## config.mk

```make
export PLATFORM = sky130hd
export DESIGN_NAME = utf8_byte_codepoint_transcoder
export DESIGN_NICKNAME = d
export VERILOG_FILES = /design/src/hw/rtl/ubct_pkg.sv /design/src/hw/rtl/ubct_front.sv /design/src/hw/rtl/ubct_queue.sv /design/src/hw/rtl/ubct_back.sv /design/src/hw/rtl/utf8_byte_codepoint_transcoder.sv
export SDC_FILE = /design/constraint.sdc
export NUM_CORES = 1
export LEC_CHECK = 0
export ABC_AREA = 1
export BUFFER_PORTS_ARGS = -buffer_cell sky130_fd_sc_hd__buf_2
export CAP_MARGIN = 10
export CORE_MARGIN = 3
export CORE_UTILIZATION = 45
export DETAILED_ROUTE_END_ITERATION = 8
export PLACE_DENSITY = 0.73
export SLEW_MARGIN = 20
export SYNTH_ARGS = -nofsm -noshare
export SYNTH_HDL_FRONTEND = slang
export SYNTH_SLANG_ARGS = --single-unit
```

## constraint.sdc

```tcl
create_clock -name clk_i -period 4.5 [get_ports clk_i]
set_input_delay 0.225 -clock clk_i [delete_from_list [all_inputs] [get_ports clk_i]]
set_output_delay 0.225 -clock clk_i [all_outputs]
set_load 0.005 [all_outputs]
```

## src/hw/rtl/ubct_pkg.sv

```systemverilog
package ubct_pkg;

  // Depth of the job queue between front and back
  localparam int unsigned QDepth = 2;
  localparam int unsigned QPtrW  = (QDepth > 1) ? $clog2(QDepth) : 1;
  localparam int unsigned QCntW  = $clog2(QDepth + 1);

  typedef enum logic {
    FuncDecode = 1'b0,
    FuncEncode = 1'b1
  } func_e;

  // One unit of back-end work: a finished decode or a code value to encode
  typedef struct packed {
    logic        enc;
    logic [31:0] value;
    logic [2:0]  count;
    logic        bad;
  } job_t;

  // Length announced by a lead byte; 1 marks a bad lead byte
  function automatic logic [2:0] lead_length(input logic [7:0] b);
    logic [2:0] len;
    len = 3'd1;
    if ((b & 8'hE0) == 8'hC0)      len = 3'd2;
    else if ((b & 8'hF0) == 8'hE0) len = 3'd3;
    else if ((b & 8'hF8) == 8'hF0) len = 3'd4;
    else if ((b & 8'hFC) == 8'hF8) len = 3'd5;
    else if ((b & 8'hFE) == 8'hFC) len = 3'd6;
    return len;
  endfunction

  // Number of bytes needed to encode a value; 1 also for values past 31 bits
  function automatic logic [2:0] enc_length(input logic [31:0] v);
    logic [2:0] len;
    len = 3'd1;
    if (v <= 32'h0000_007F)      len = 3'd1;
    else if (v <= 32'h0000_07FF) len = 3'd2;
    else if (v <= 32'h0000_FFFF) len = 3'd3;
    else if (v <= 32'h001F_FFFF) len = 3'd4;
    else if (v <= 32'h03FF_FFFF) len = 3'd5;
    else if (v <= 32'h7FFF_FFFF) len = 3'd6;
    return len;
  endfunction

  // Marker bits of a lead byte for a given sequence length
  function automatic logic [7:0] lead_mark(input logic [2:0] n);
    logic [7:0] m;
    case (n)
      3'd2:    m = 8'hC0;
      3'd3:    m = 8'hE0;
      3'd4:    m = 8'hF0;
      3'd5:    m = 8'hF8;
      3'd6:    m = 8'hFC;
      default: m = 8'h00;
    endcase
    return m;
  endfunction

  // Payload bits a lead byte carries for a given sequence length
  function automatic logic [7:0] lead_keep(input logic [2:0] n);
    logic [7:0] k;
    case (n)
      3'd2:    k = 8'h1F;
      3'd3:    k = 8'h0F;
      3'd4:    k = 8'h07;
      3'd5:    k = 8'h03;
      3'd6:    k = 8'h01;
      default: k = 8'h7F;
    endcase
    return k;
  endfunction

endpackage

```

## src/hw/rtl/ubct_front.sv

```systemverilog
module ubct_front (
  input  logic              clk_i,
  input  logic              rst_ni,
  input  logic              accept_i,
  input  logic              func_i,
  input  logic [31:0]       in_value_i,
  output logic              job_push_o,
  output ubct_pkg::job_t    job_o
);

  logic [30:0] acc_q, acc_d;
  logic [2:0]  exp_q, exp_d;
  logic [2:0]  rcv_q, rcv_d;
  logic        inseq_q, inseq_d;

  logic [7:0]  in_byte;
  logic [2:0]  len;
  logic [30:0] acc_next;
  logic [2:0]  rcv_inc;

  assign in_byte  = in_value_i[7:0];
  assign len      = ubct_pkg::lead_length(in_byte);
  assign acc_next = {acc_q[24:0], in_byte[5:0]};
  assign rcv_inc  = rcv_q + 3'd1;

  // Classify the accepted word and advance the decoder
  always_comb begin
    acc_d       = acc_q;
    exp_d       = exp_q;
    rcv_d       = rcv_q;
    inseq_d     = inseq_q;
    job_push_o  = 1'b0;
    job_o.enc   = 1'b0;
    job_o.value = in_value_i;
    job_o.count = 3'd1;
    job_o.bad   = 1'b0;
    if (accept_i) begin
      if (func_i == ubct_pkg::FuncEncode) begin
        // encode drops any partial decode
        inseq_d     = 1'b0;
        rcv_d       = 3'd0;
        job_push_o  = 1'b1;
        job_o.enc   = 1'b1;
        job_o.count = ubct_pkg::enc_length(in_value_i);
      end else if (!inseq_q) begin
        if (!in_byte[7]) begin
          job_push_o  = 1'b1;
          job_o.value = {24'd0, in_byte};
        end else begin
          exp_d   = len;
          acc_d   = (len == 3'd1) ? {25'd0, in_byte[5:0]}
                                  : {23'd0, in_byte & ubct_pkg::lead_keep(len)};
          rcv_d   = 3'd1;
          inseq_d = 1'b1;
        end
      end else if (exp_q == 3'd1) begin
        // bad lead byte: discard this word and flag the lead
        inseq_d     = 1'b0;
        rcv_d       = 3'd0;
        job_push_o  = 1'b1;
        job_o.value = {1'b0, acc_q};
        job_o.count = 3'd2;
        job_o.bad   = 1'b1;
      end else begin
        acc_d = acc_next;
        if (rcv_inc >= exp_q) begin
          inseq_d     = 1'b0;
          rcv_d       = 3'd0;
          job_push_o  = 1'b1;
          job_o.value = {1'b0, acc_next};
          job_o.count = exp_q;
        end else begin
          rcv_d = rcv_inc;
        end
      end
    end
  end

  // Hold decoder state
  always_ff @(posedge clk_i or negedge rst_ni) begin
    if (!rst_ni) begin
      acc_q   <= '0;
      exp_q   <= '0;
      rcv_q   <= '0;
      inseq_q <= 1'b0;
    end else begin
      acc_q   <= acc_d;
      exp_q   <= exp_d;
      rcv_q   <= rcv_d;
      inseq_q <= inseq_d;
    end
  end

endmodule

```

## src/hw/rtl/ubct_queue.sv

```systemverilog
module ubct_queue (
  input  logic              clk_i,
  input  logic              rst_ni,
  input  logic              push_i,
  input  ubct_pkg::job_t    data_i,
  output logic              full_o,
  input  logic              pop_i,
  output logic              empty_o,
  output ubct_pkg::job_t    data_o
);

  ubct_pkg::job_t                     mem_q [ubct_pkg::QDepth];
  logic [ubct_pkg::QPtrW-1:0]         wr_ptr_q, rd_ptr_q;
  logic [ubct_pkg::QCntW-1:0]         cnt_q;
  logic                               do_push, do_pop;

  assign full_o  = (cnt_q == ubct_pkg::QCntW'(ubct_pkg::QDepth));
  assign empty_o = (cnt_q == '0);
  assign do_push = push_i && !full_o;
  assign do_pop  = pop_i && !empty_o;
  assign data_o  = mem_q[rd_ptr_q];

  function automatic logic [ubct_pkg::QPtrW-1:0] ptr_inc(
      input logic [ubct_pkg::QPtrW-1:0] p);
    logic [ubct_pkg::QPtrW-1:0] r;
    if (p == ubct_pkg::QPtrW'(ubct_pkg::QDepth - 1)) r = '0;
    else                                            r = p + 1'b1;
    return r;
  endfunction

  // Store pushed jobs
  always_ff @(posedge clk_i) begin
    if (do_push) begin
      mem_q[wr_ptr_q] <= data_i;
    end
  end

  // Advance pointers and fill count
  always_ff @(posedge clk_i or negedge rst_ni) begin
    if (!rst_ni) begin
      wr_ptr_q <= '0;
      rd_ptr_q <= '0;
      cnt_q    <= '0;
    end else begin
      if (do_push) wr_ptr_q <= ptr_inc(wr_ptr_q);
      if (do_pop)  rd_ptr_q <= ptr_inc(rd_ptr_q);
      if (do_push && !do_pop)      cnt_q <= cnt_q + 1'b1;
      else if (do_pop && !do_push) cnt_q <= cnt_q - 1'b1;
    end
  end

endmodule

```

## src/hw/rtl/ubct_back.sv

```systemverilog
module ubct_back (
  input  logic              clk_i,
  input  logic              rst_ni,
  input  ubct_pkg::job_t    job_i,
  input  logic              job_empty_i,
  output logic              job_pop_o,
  input  logic              pop_i,
  output logic              empty_o,
  output logic [30:0]       code_point_o,
  output logic [7:0]        out_byte_o,
  output logic [2:0]        byte_count_o,
  output logic              last_o,
  output logic              bad_lead_o
);

  ubct_pkg::job_t cur_q;
  logic           busy_q;
  logic [2:0]     rem_q;
  logic           out_valid_q;

  logic           advance;
  logic           cur_last;
  logic [4:0]     shamt;
  logic [31:0]    chunk;
  logic [7:0]     enc_byte;

  assign advance   = !out_valid_q || pop_i;
  assign cur_last  = !cur_q.enc || (rem_q == 3'd0);
  assign job_pop_o = !job_empty_i && (!busy_q || (advance && cur_last));
  assign empty_o   = !out_valid_q;

  // Pick the six-bit group for the current byte
  assign shamt = 5'(rem_q) * 5'd6;
  assign chunk = cur_q.value >> shamt;

  // Form the current encoded byte
  always_comb begin
    if (cur_q.count == 3'd1) begin
      enc_byte = cur_q.value[7:0];
    end else if (rem_q == cur_q.count - 3'd1) begin
      enc_byte = ubct_pkg::lead_mark(cur_q.count)
               | (chunk[7:0] & ubct_pkg::lead_keep(cur_q.count));
    end else begin
      enc_byte = {2'b10, chunk[5:0]};
    end
  end

  // Step through the current job one word at a time
  always_ff @(posedge clk_i or negedge rst_ni) begin
    if (!rst_ni) begin
      busy_q      <= 1'b0;
      out_valid_q <= 1'b0;
    end else begin
      if (advance) begin
        out_valid_q <= busy_q;
      end
      if (job_pop_o) begin
        busy_q <= 1'b1;
      end else if (advance && busy_q && cur_last) begin
        busy_q <= 1'b0;
      end
    end
  end

  // Load job and result payload
  always_ff @(posedge clk_i) begin
    if (job_pop_o) begin
      cur_q <= job_i;
      rem_q <= job_i.count - 3'd1;
    end else if (advance && busy_q) begin
      rem_q <= rem_q - 3'd1;
    end
    if (advance && busy_q) begin
      code_point_o <= cur_q.value[30:0];
      byte_count_o <= cur_q.count;
      last_o       <= cur_last;
      if (cur_q.enc) begin
        out_byte_o <= enc_byte;
        bad_lead_o <= 1'b0;
      end else begin
        out_byte_o <= 8'd0;
        bad_lead_o <= cur_q.bad;
      end
    end
  end

endmodule

```

## src/hw/rtl/utf8_byte_codepoint_transcoder.sv

```systemverilog
// Six-byte UTF-8 transcoder. With func_i 0 each pushed word carries one UTF-8
// byte in its low 8 bits; the word that completes a sequence yields one
// result (the code point, out_byte 0, last 1), other bytes yield none. A bad
// lead byte (continuation form, 0xFE or 0xFF) swallows the next byte and
// yields the lead byte's low six bits with bad_lead set. With func_i 1 the
// word is a code value that yields 1 to 6 results, one encoded byte each,
// the final one marked last; values above 0x7FFFFFFF yield their low byte
// alone. Encoding abandons a partial decode. The back end emits one byte
// per cycle from its current job while the results are popped, so an encode
// occupies the result side until its bytes are out. A two-entry job queue
// lets the front keep taking words while the back end is busy; a result
// passes through the queue, the current-job register and the result registers.
module utf8_byte_codepoint_transcoder (
  input  logic        clk_i,
  input  logic        rst_ni,
  input  logic        push,
  output logic        full,
  input  logic        func_i,
  input  logic [31:0] in_value_i,
  output logic        empty,
  input  logic        pop,
  output logic [30:0] code_point_o,
  output logic [7:0]  out_byte_o,
  output logic [2:0]  byte_count_o,
  output logic        last_o,
  output logic        bad_lead_o
);

  logic           accept;
  logic           job_push;
  ubct_pkg::job_t job_in;
  logic           q_full;
  logic           q_empty;
  logic           job_pop;
  ubct_pkg::job_t job_out;

  assign full   = q_full;
  assign accept = push && !q_full;

  ubct_front u_front (
    .clk_i      (clk_i),
    .rst_ni     (rst_ni),
    .accept_i   (accept),
    .func_i     (func_i),
    .in_value_i (in_value_i),
    .job_push_o (job_push),
    .job_o      (job_in)
  );

  ubct_queue u_queue (
    .clk_i   (clk_i),
    .rst_ni  (rst_ni),
    .push_i  (job_push),
    .data_i  (job_in),
    .full_o  (q_full),
    .pop_i   (job_pop),
    .empty_o (q_empty),
    .data_o  (job_out)
  );

  ubct_back u_back (
    .clk_i        (clk_i),
    .rst_ni       (rst_ni),
    .job_i        (job_out),
    .job_empty_i  (q_empty),
    .job_pop_o    (job_pop),
    .pop_i        (pop),
    .empty_o      (empty),
    .code_point_o (code_point_o),
    .out_byte_o   (out_byte_o),
    .byte_count_o (byte_count_o),
    .last_o       (last_o),
    .bad_lead_o   (bad_lead_o)
  );

  // A job is only produced for a word the queue has room for
  assert property (@(posedge clk_i) disable iff (!rst_ni) job_push |-> !q_full)
    else $error("job pushed into full queue");

  // Every shown result has a sequence length of 1 to 6
  assert property (@(posedge clk_i) disable iff (!rst_ni)
    !empty |-> (byte_count_o != 3'd0) && (byte_count_o <= 3'd6))
    else $error("result with invalid byte count");

  // A flagged decode is a two-byte, final result with no encoded byte
  assert property (@(posedge clk_i) disable iff (!rst_ni)
    (!empty && bad_lead_o) |-> (byte_count_o == 3'd2) && last_o && (out_byte_o == 8'd0))
    else $error("bad lead result malformed");

  // The bytes of one encode follow each other without a gap
  assert property (@(posedge clk_i) disable iff (!rst_ni)
    (!empty && !last_o && pop) |=> !empty)
    else $error("gap inside an encoded sequence");

endmodule
```

== Yosys cells after proc, flatten, opt, wreduce, memory -nomap -nowiden ==
Memories as Yosys holds them, arrays and structs flattened.
Cells that the tools add are included.
Storage, ports and cells
  flip-flop bits (word level): 128
  bits in writable memories: 74
  input port bits: 37
  output and inout port bits: 46
  word-level logic and storage cells: 157
  memories kept: 1
Memory list
  u_queue.mem_q: depth 2, bits a word 37, read ports 1, clocked after memory_dff 0, write ports 1, line ubct_queue.sv:12  | ubct_pkg::job_t mem_q [ubct_pkg::QDepth];
Cells by class
  add/sub/neg operators: 8
  $mul: 1
  $lt $le $gt $ge: 7
  equality and inequality tests: 21
  shift operators: 1
  multiplexer cells: 65
  bitwise operators: 5
  reductions and logical operators: 29
Operator list (number)
  32-bit two-way mux: 3
  31-bit two-way mux: 3
  8-bit two-way mux: 11
  35-bit two-way mux: 2
  7-bit case mux with 5 select lines: 2
  3-bit two-way mux: 19
  8-bit case mux with 5 select lines: 1
  37-bit two-way mux: 1
  32-bit by 11-bit <= comparator with 1-bit output (second input constant): 1
  32-bit by 16-bit <= comparator with 1-bit output (second input constant): 1
  32-bit by 21-bit <= comparator with 1-bit output (second input constant): 1
  32-bit by 26-bit <= comparator with 1-bit output (second input constant): 1
  32-bit by 31-bit <= comparator with 1-bit output (second input constant): 1
  32-bit by 7-bit <= comparator with 1-bit output (second input constant): 1
  32-bit by 5-bit >> shifter with 8-bit output: 1
  3-bit == test (second input constant): 7
  1-bit two-way mux: 20
  8-bit bitwise AND: 2
  3-bit by 2-bit == test with 1-bit output (second input constant): 4
  3-bit by 1-bit == test with 1-bit output (second input constant): 3
  1-bit logical AND: 9
  3-bit by 1-bit subtractor with 3-bit output (second input constant): 3
  8-bit bitwise OR: 1
  4-bit AND reduction: 2
  23 further kinds: 37

== Depth between registers and ports, before layout ==
  depth in word-level cells: 16
  depth in mapped cells: 15
  gate-level depth less buffers: 13

== Cells and area by module ==
Synthesis repeated with hierarchy kept, for this count alone.
Unflattened totals
  cell total of the unflattened synthesis: 1012
  area, all modules: 9680.5 um2
Modules (own cells, without submodules)
  ubct_back: times used 1, cells each 385, area an instance 4052.6 um2, seq. area each 2572.5 um2
  ubct_queue: times used 1, cells each 225, area an instance 2942.8 um2, seq. area each 2322.2 um2
  ubct_front: times used 1, cells each 400, area an instance 2675.1 um2, seq. area each 950.9 um2
  utf8_byte_codepoint_transcoder: times used 1, cells each 2, area an instance 10.0 um2, seq. area each 0.0 um2

== Least setup slack after synthesis ==
OpenSTA, ideal clock, no wires.
  path kind: register -> register
  from: register u_front.rcv_q[0]
  to: memory u_queue.mem_q[0][0] in the netlist's numbering (enable)
  setup time: 0.432 ns
  arrival: 3.247 ns
  required time: 4.068 ns
  setup slack: 0.822 ns
  cell stages (with the launch flop): 12
  path buffers: 0
  clock period less this slack: 3.678 ns
  path through: dfrtp_1 ha_1 xor2_1 ha_1 nand3_1 nand3_1 nor2_1 nand2_1 nand3_1 nand2_1 inv_2 nor2_1
On the way
  longest elaborated chain between the ends: 10
RTL lines
  start: declaration: line ubct_front.sv:13  | logic [2:0] rcv_q, rcv_d;
  start signal: assignment: line ubct_front.sv:89  | rcv_q <= rcv_d;
  3-bit by 1-bit adder with 3-bit output: line ubct_front.sv:24  | assign rcv_inc = rcv_q + 3'd1;
  3-bit >= comparator: line ubct_front.sv:66  | if (rcv_inc >= exp_q) begin
  1-bit two-way mux: line ubct_front.sv:66
  1-bit two-way mux: line ubct_front.sv:56  | end else if (exp_q == 3'd1) begin
  1-bit two-way mux: line ubct_front.sv:45  | end else if (!inseq_q) begin
  1-bit two-way mux: line ubct_front.sv:38  | if (func_i == ubct_pkg::FuncEncode) begin
  1-bit two-way mux: line ubct_front.sv:37  | if (accept_i) begin
  1-bit logical AND: line ubct_queue.sv:19  | assign do_push = push_i && !full_o;
  via u_queue.do_push: line ubct_queue.sv:15  | logic do_push, do_pop;
  1-bit two-way mux: line ubct_queue.sv:33  | if (do_push) begin
  1-bit two-way mux (not written as such): line ubct_queue.sv:34  | mem_q[wr_ptr_q] <= data_i;
  end: declaration: line ubct_queue.sv:12
The timed path passes the listed nets, and every way through them passes these cells.

== Worst setup path in the final report ==
  from: register u_back.rem_q[0]
  to: register u_back.out_byte_o[6], data pin
On the way
  longest elaborated chain between the ends: 6
  elaborated cells on any way between the ends: 7
  those cells by class: 1 x mul; 1 x eq/ne; 1 x shift; 2 x mux; 2 x bitwise
RTL lines
  start: declaration: line ubct_back.sv:18  | logic [2:0] rem_q;
  start signal: assignment: line ubct_back.sv:69  | rem_q <= job_i.count - 3'd1;
  start signal: assignment: line ubct_back.sv:71  | rem_q <= rem_q - 3'd1;
  3-bit by 2-bit multiplier with 4-bit output: line ubct_back.sv:33  | assign shamt = 5'(rem_q) * 5'd6;
  32-bit by 5-bit >> shifter with 8-bit output: line ubct_back.sv:34  | assign chunk = cur_q.value >> shamt;
  8-bit bitwise AND: line ubct_back.sv:42  | | (chunk[7:0] & ubct_pkg::lead_keep(cur_q.count));
  8-bit bitwise OR: line ubct_back.sv:42
  8-bit two-way mux *: line ubct_back.sv:40  | end else if (rem_q == cur_q.count - 3'd1) begin
  8-bit two-way mux *: line ubct_back.sv:38  | if (cur_q.count == 3'd1) begin
  end signal: assignment: line ubct_back.sv:78  | out_byte_o <= enc_byte;
  end: declaration: line ubct_back.sv:10  | output logic [7:0] out_byte_o,
Mark *: on every way between the ends. The rest lies on a longest branch, timed or not.
A chain may end at the register's enable or synchronous reset.

==> flow_summary_export.csv <==
group,metric,value,unit
routing,viasPerCell,5.25,
clocking,clock_insertion_delay_worst_skew,510,ps
layout,nNetsFinal,1067,
critical_path,crit_path_start_kind,"flip-flop",
critical_path,path_class,"flip-flop to flip-flop",
logic_synthesis,synth.yosys.warnings,0,
flow_run,maxCapViolations,0,
routing,postRouteWirelength,20900,um
logic_synthesis,avgSynthCellArea,10.1,um2
layout,final_layout_size_suffix_gt1_frac,0.144,
critical_path,r2r-start,"u_back.rem_q[0]$_DFFE_PP_",
logic_synthesis,post-synth-top-area-fraction,0.507,
logic_synthesis,yosys_register_bits,202,
logic_synthesis,synth_top_area_cell,"sky130_fd_sc_hd__edfxtp_1",
critical_path,slowest_stage,"sky130_fd_sc_hd__ha_1",
logic_synthesis,syn_area,0.00935,mm2
logic_synthesis,netlist_instances,930,
critical_path,cp_max_fo,41,
floorplan,num_ports,83,
worst_hold_path,hold_start,"in_value_i[3]",
clocking,cts.sinks,202,
clocking,cts-htree-levels,1,
sta,timing_hold_violations_final,0,
global_route,groute.usage.overall,0.187,
sta,whs,19.2,ps
clocking,post_cts.resized_instances,0,
outcome,run_status,"finished clean",
logic_synthesis,synthDistinctLibCells,43,
routing,first_iter_violations,604,
layout,num_antenna_cells,0,
power_and_ir_drop,power_per_cell_area,824,mW/mm2
critical_path,timing.critical_path.to_type,"flip-flop",
sta,finalSetupViolations,0,
global_route,first_global_vias,6374,
critical_path,worst-endpoint-required,4750,ps
critical_path,rr_worst_depth,14,
placed_design,worst_case_setup_slack_after_placement,1410,ps
logic_synthesis,dominant_cell_by_count_in_the_synthesized_netlist,"sky130_fd_sc_hd__nand2_1",
logic_synthesis,synth.net_count,981,
placed_design,detailed_place_hpwl,15100,um
routing,vias,6823,
logic_synthesis,synth_enable_flop_cells,158,
worst_hold_path,worst_hold_path_type,"input pin to flip-flop",
placed_design,placedCellCount,1257,
sta,final_setup_margin,1330,ps
routing,drc_errors,0,
sta,slew_headroom,0.597,
floorplan,floorplan.die.width,150,um
routing,wire_per_inst,16.1,um
routing,drt-pass1-iter-count,5,
sta,drv_slew,0,
floorplan,design.die.area,0.0225,mm2
logic_synthesis,synth.yosys.seq_area_share,0.625,
sta,rsz0062_at_grt,"no",
logic_synthesis,synthArstFlopShare,0.218,
floorplan,die-height,150,um
layout,finish.cell_count_without_fillers,1299,
power_and_ir_drop,irDropWorstVdd,0.000392,V
sta,skew,15.0,ps
sta,final_period_minus_worst_setup_slack,3170,ps
global_route,antenna_found_initial,0,
floorplan,floorplan.initialDensity,0.461,
sta,setup_tns,0,ps
global_route,grt_pass1_wl,33300,um
floorplan,core_area,0.0203,mm2
routing,routed_antenna_nets,0,
critical_path,worst-endpoint-arrival,3420,ps
layout,fill_cells,1824,
critical_path,crit_chain,"buf_4 > inv_2 > ha_1 > inv_2 > nand2_1 > inv_1 > nand2_1 > nand2_1 > inv_1 > nand2_1 > nand2_1 > nand3_1 > nand2_1 > a21oi_1",
clocking,cts_tree,"built",
sta,final_period_utilization,0.704,
placed_design,buffer_ports.inserted,82,
global_route,largest_net_degree_at_the_start_of_global_routing,45,
logic_synthesis,netlist_top_cells_area,"sky130_fd_sc_hd__edfxtp_1 51%, sky130_fd_sc_hd__dfrtp_1 12%, sky130_fd_sc_hd__nand2_1 11%",
clocking,worst_setup_hold_path_clk_slew,60,ps
worst_hold_path,worstHoldPathCells,3,
clocking,tritoncts.num_buffers,22,
sta,worst-slew-pin-transition,605,ps
logic_synthesis,synth.top_cells.by_count,"276 x sky130_fd_sc_hd__nand2_1, 158 x sky130_fd_sc_hd__edfxtp_1, 97 x sky130_fd_sc_hd__inv_1",
layout,area_growth,14.3,%
critical_path,critical-path-max-stage-delay,760,ps
critical_path,worstSetupStartpoint,"u_back.rem_q[0]$_DFFE_PP_",
floorplan,rows,52,
clocking,clock_tree.root_cell,"sky130_fd_sc_hd__clkbuf_16",
logic_synthesis,synth-main-ff-cell,"sky130_fd_sc_hd__edfxtp_1",
clocking,clock_path_buffers,3,
sta,achievable-frequency,316,MHz
power_and_ir_drop,total_leakage_power,4.54,nW
global_route,gr_ovfl_total,0,
clocking,cts.repair_timing.setup_buffer_count,0,
placed_design,gp_congestion,0.952,
critical_path,r2r_setup_slack,1330,ps
critical_path,cp_common_cell,"sky130_fd_sc_hd__nand2_1",
## final timing paths
check                                                endpoint
setup / recovery           u_back.out_byte_o[6]$_SDFFCE_PN0P_
hold / removal                   u_front.acc_q[3]$_DFFE_PN0P_
setup reg to reg           u_back.out_byte_o[6]$_SDFFCE_PN0P_
hold reg to reg             u_back.code_point_o[17]$_DFFE_PP_
max in group asynchronous       u_front.acc_q[18]$_DFFE_PN0P_
min in group asynchronous        u_front.rcv_q[0]$_DFFE_PN0P_
## layer usage
layer | vias to the layer above | global-route usage | part of all wire
li1 | 3337 | - | -
met1 | 3188 | 0.272 | 0.46
met2 | 249 | 0.294 | 0.45
met3 | 49 | 0.0250 | 0.063
met4 | 0 | 0.0608 | 0.033
met5 | - | 0 | 0
## repair_timing
| item | in CTS | in global routing |
|---|---|---|
| endpoints found under the setup margin | 0 | 0 |
| hold buffers | 5 | 0 |
| hold endpoints to repair | 48 | 0 |
## flip-flops by register name, summed over array words and instances, names as in the netlist, 2 cells and up
name	count
u_back.rem_q	3
u_back.out_byte_o	8
u_back.code_point_o	31
u_front.acc_q	31
u_queue.cnt_q	2
u_back.cur_q	37
u_front.rcv_q	3
u_front.exp_q	3
u_back.byte_count_o	3
u_queue.mem_q	74
## placed cells by master (no fill, tap or decap), types with 2 or more instances in the layout
cell type,n
sky130_fd_sc_hd__nand2_1,276
sky130_fd_sc_hd__edfxtp_1,158
sky130_fd_sc_hd__inv_1,97
sky130_fd_sc_hd__buf_2,81
sky130_fd_sc_hd__o21ai_0,68
sky130_fd_sc_hd__nand3_1,51
sky130_fd_sc_hd__nor2_1,45
sky130_fd_sc_hd__dfrtp_1,44
sky130_fd_sc_hd__o22ai_1,37
sky130_fd_sc_hd__clkbuf_16,22
sky130_fd_sc_hd__a21oi_1,20
sky130_fd_sc_hd__ha_1,13
sky130_fd_sc_hd__a22oi_1,9
sky130_fd_sc_hd__o211ai_1,9
sky130_fd_sc_hd__o21ai_1,8
sky130_fd_sc_hd__buf_4,8
sky130_fd_sc_hd__or2_2,6
sky130_fd_sc_hd__a22o_1,6
sky130_fd_sc_hd__clkinv_1,6
sky130_fd_sc_hd__inv_2,5
sky130_fd_sc_hd__nor2_2,5
sky130_fd_sc_hd__nor3_1,5
sky130_fd_sc_hd__dlygate4sd3_1,5
sky130_fd_sc_hd__nand4_1,4
sky130_fd_sc_hd__clkinv_2,4
sky130_fd_sc_hd__xor2_1,4
sky130_fd_sc_hd__clkbuf_1,4
sky130_fd_sc_hd__nor2_4,3
sky130_fd_sc_hd__nand2_2,3
sky130_fd_sc_hd__xnor2_1,3
sky130_fd_sc_hd__a31oi_1,3
sky130_fd_sc_hd__nand2_4,2
sky130_fd_sc_hd__o31ai_1,2
## layout make-up
cell class	instances	area, um2	area share
Sequential cell	202	5850	0.547
Multi-Input combinational cell	591	2930	0.274
Clock buffer	26	566	0.0529
Timing Repair Buffer	94	515	0.0483
Inverter	105	400	0.0375
Tap cell	270	338	0.0316
Clock inverter	11	91.3	0.00855
## power by group
group	leakage (nW)	switching [W]	internal, W
Combinational	2.14	0.00247	0.00114
Sequential	2.08	0.000436	0.00310
Clock	0.322	0.000693	0.000954
## cell families (layout without fill, tap and decap cells)
logic type | count (synthesis) | in the layout | share of synthesized area
xor+xnor | 8 | 8 | 0.00830
buf+inv | 137 | 236 | 0.0621
compound gates | 166 | 166 | 0.104
simple gates | 403 | 403 | 0.181
flops | 202 | 202 | 0.625
fa+ha+maj | 14 | 14 | 0.0195
## metrics by stage
stage / power (W) / util / cell area, um2
floorplan: 0.00605 / - / 9350
global placement: 0.00710 / 0.491 / 9970
detailed placement: 0.00716 / 0.491 / 9970
CTS: 0.00883 / 0.526 / 10700
global route: 0.00946 / 0.526 / 10700
finish: 0.00880 / 0.526 / 10700
## critical path, delay by kind of cell, from the launching register on
kind | cells | cell delay [ps]
AO/OA/AOI/OAI | 1 | 60
adder cells (fa/ha/maj) | 1 | 760
buffers and inverters | 5 | 1020
flip-flops | 1 | 320
AND/OR/NAND/NOR | 7 | 740
Power figures use the tool's default switching activity.
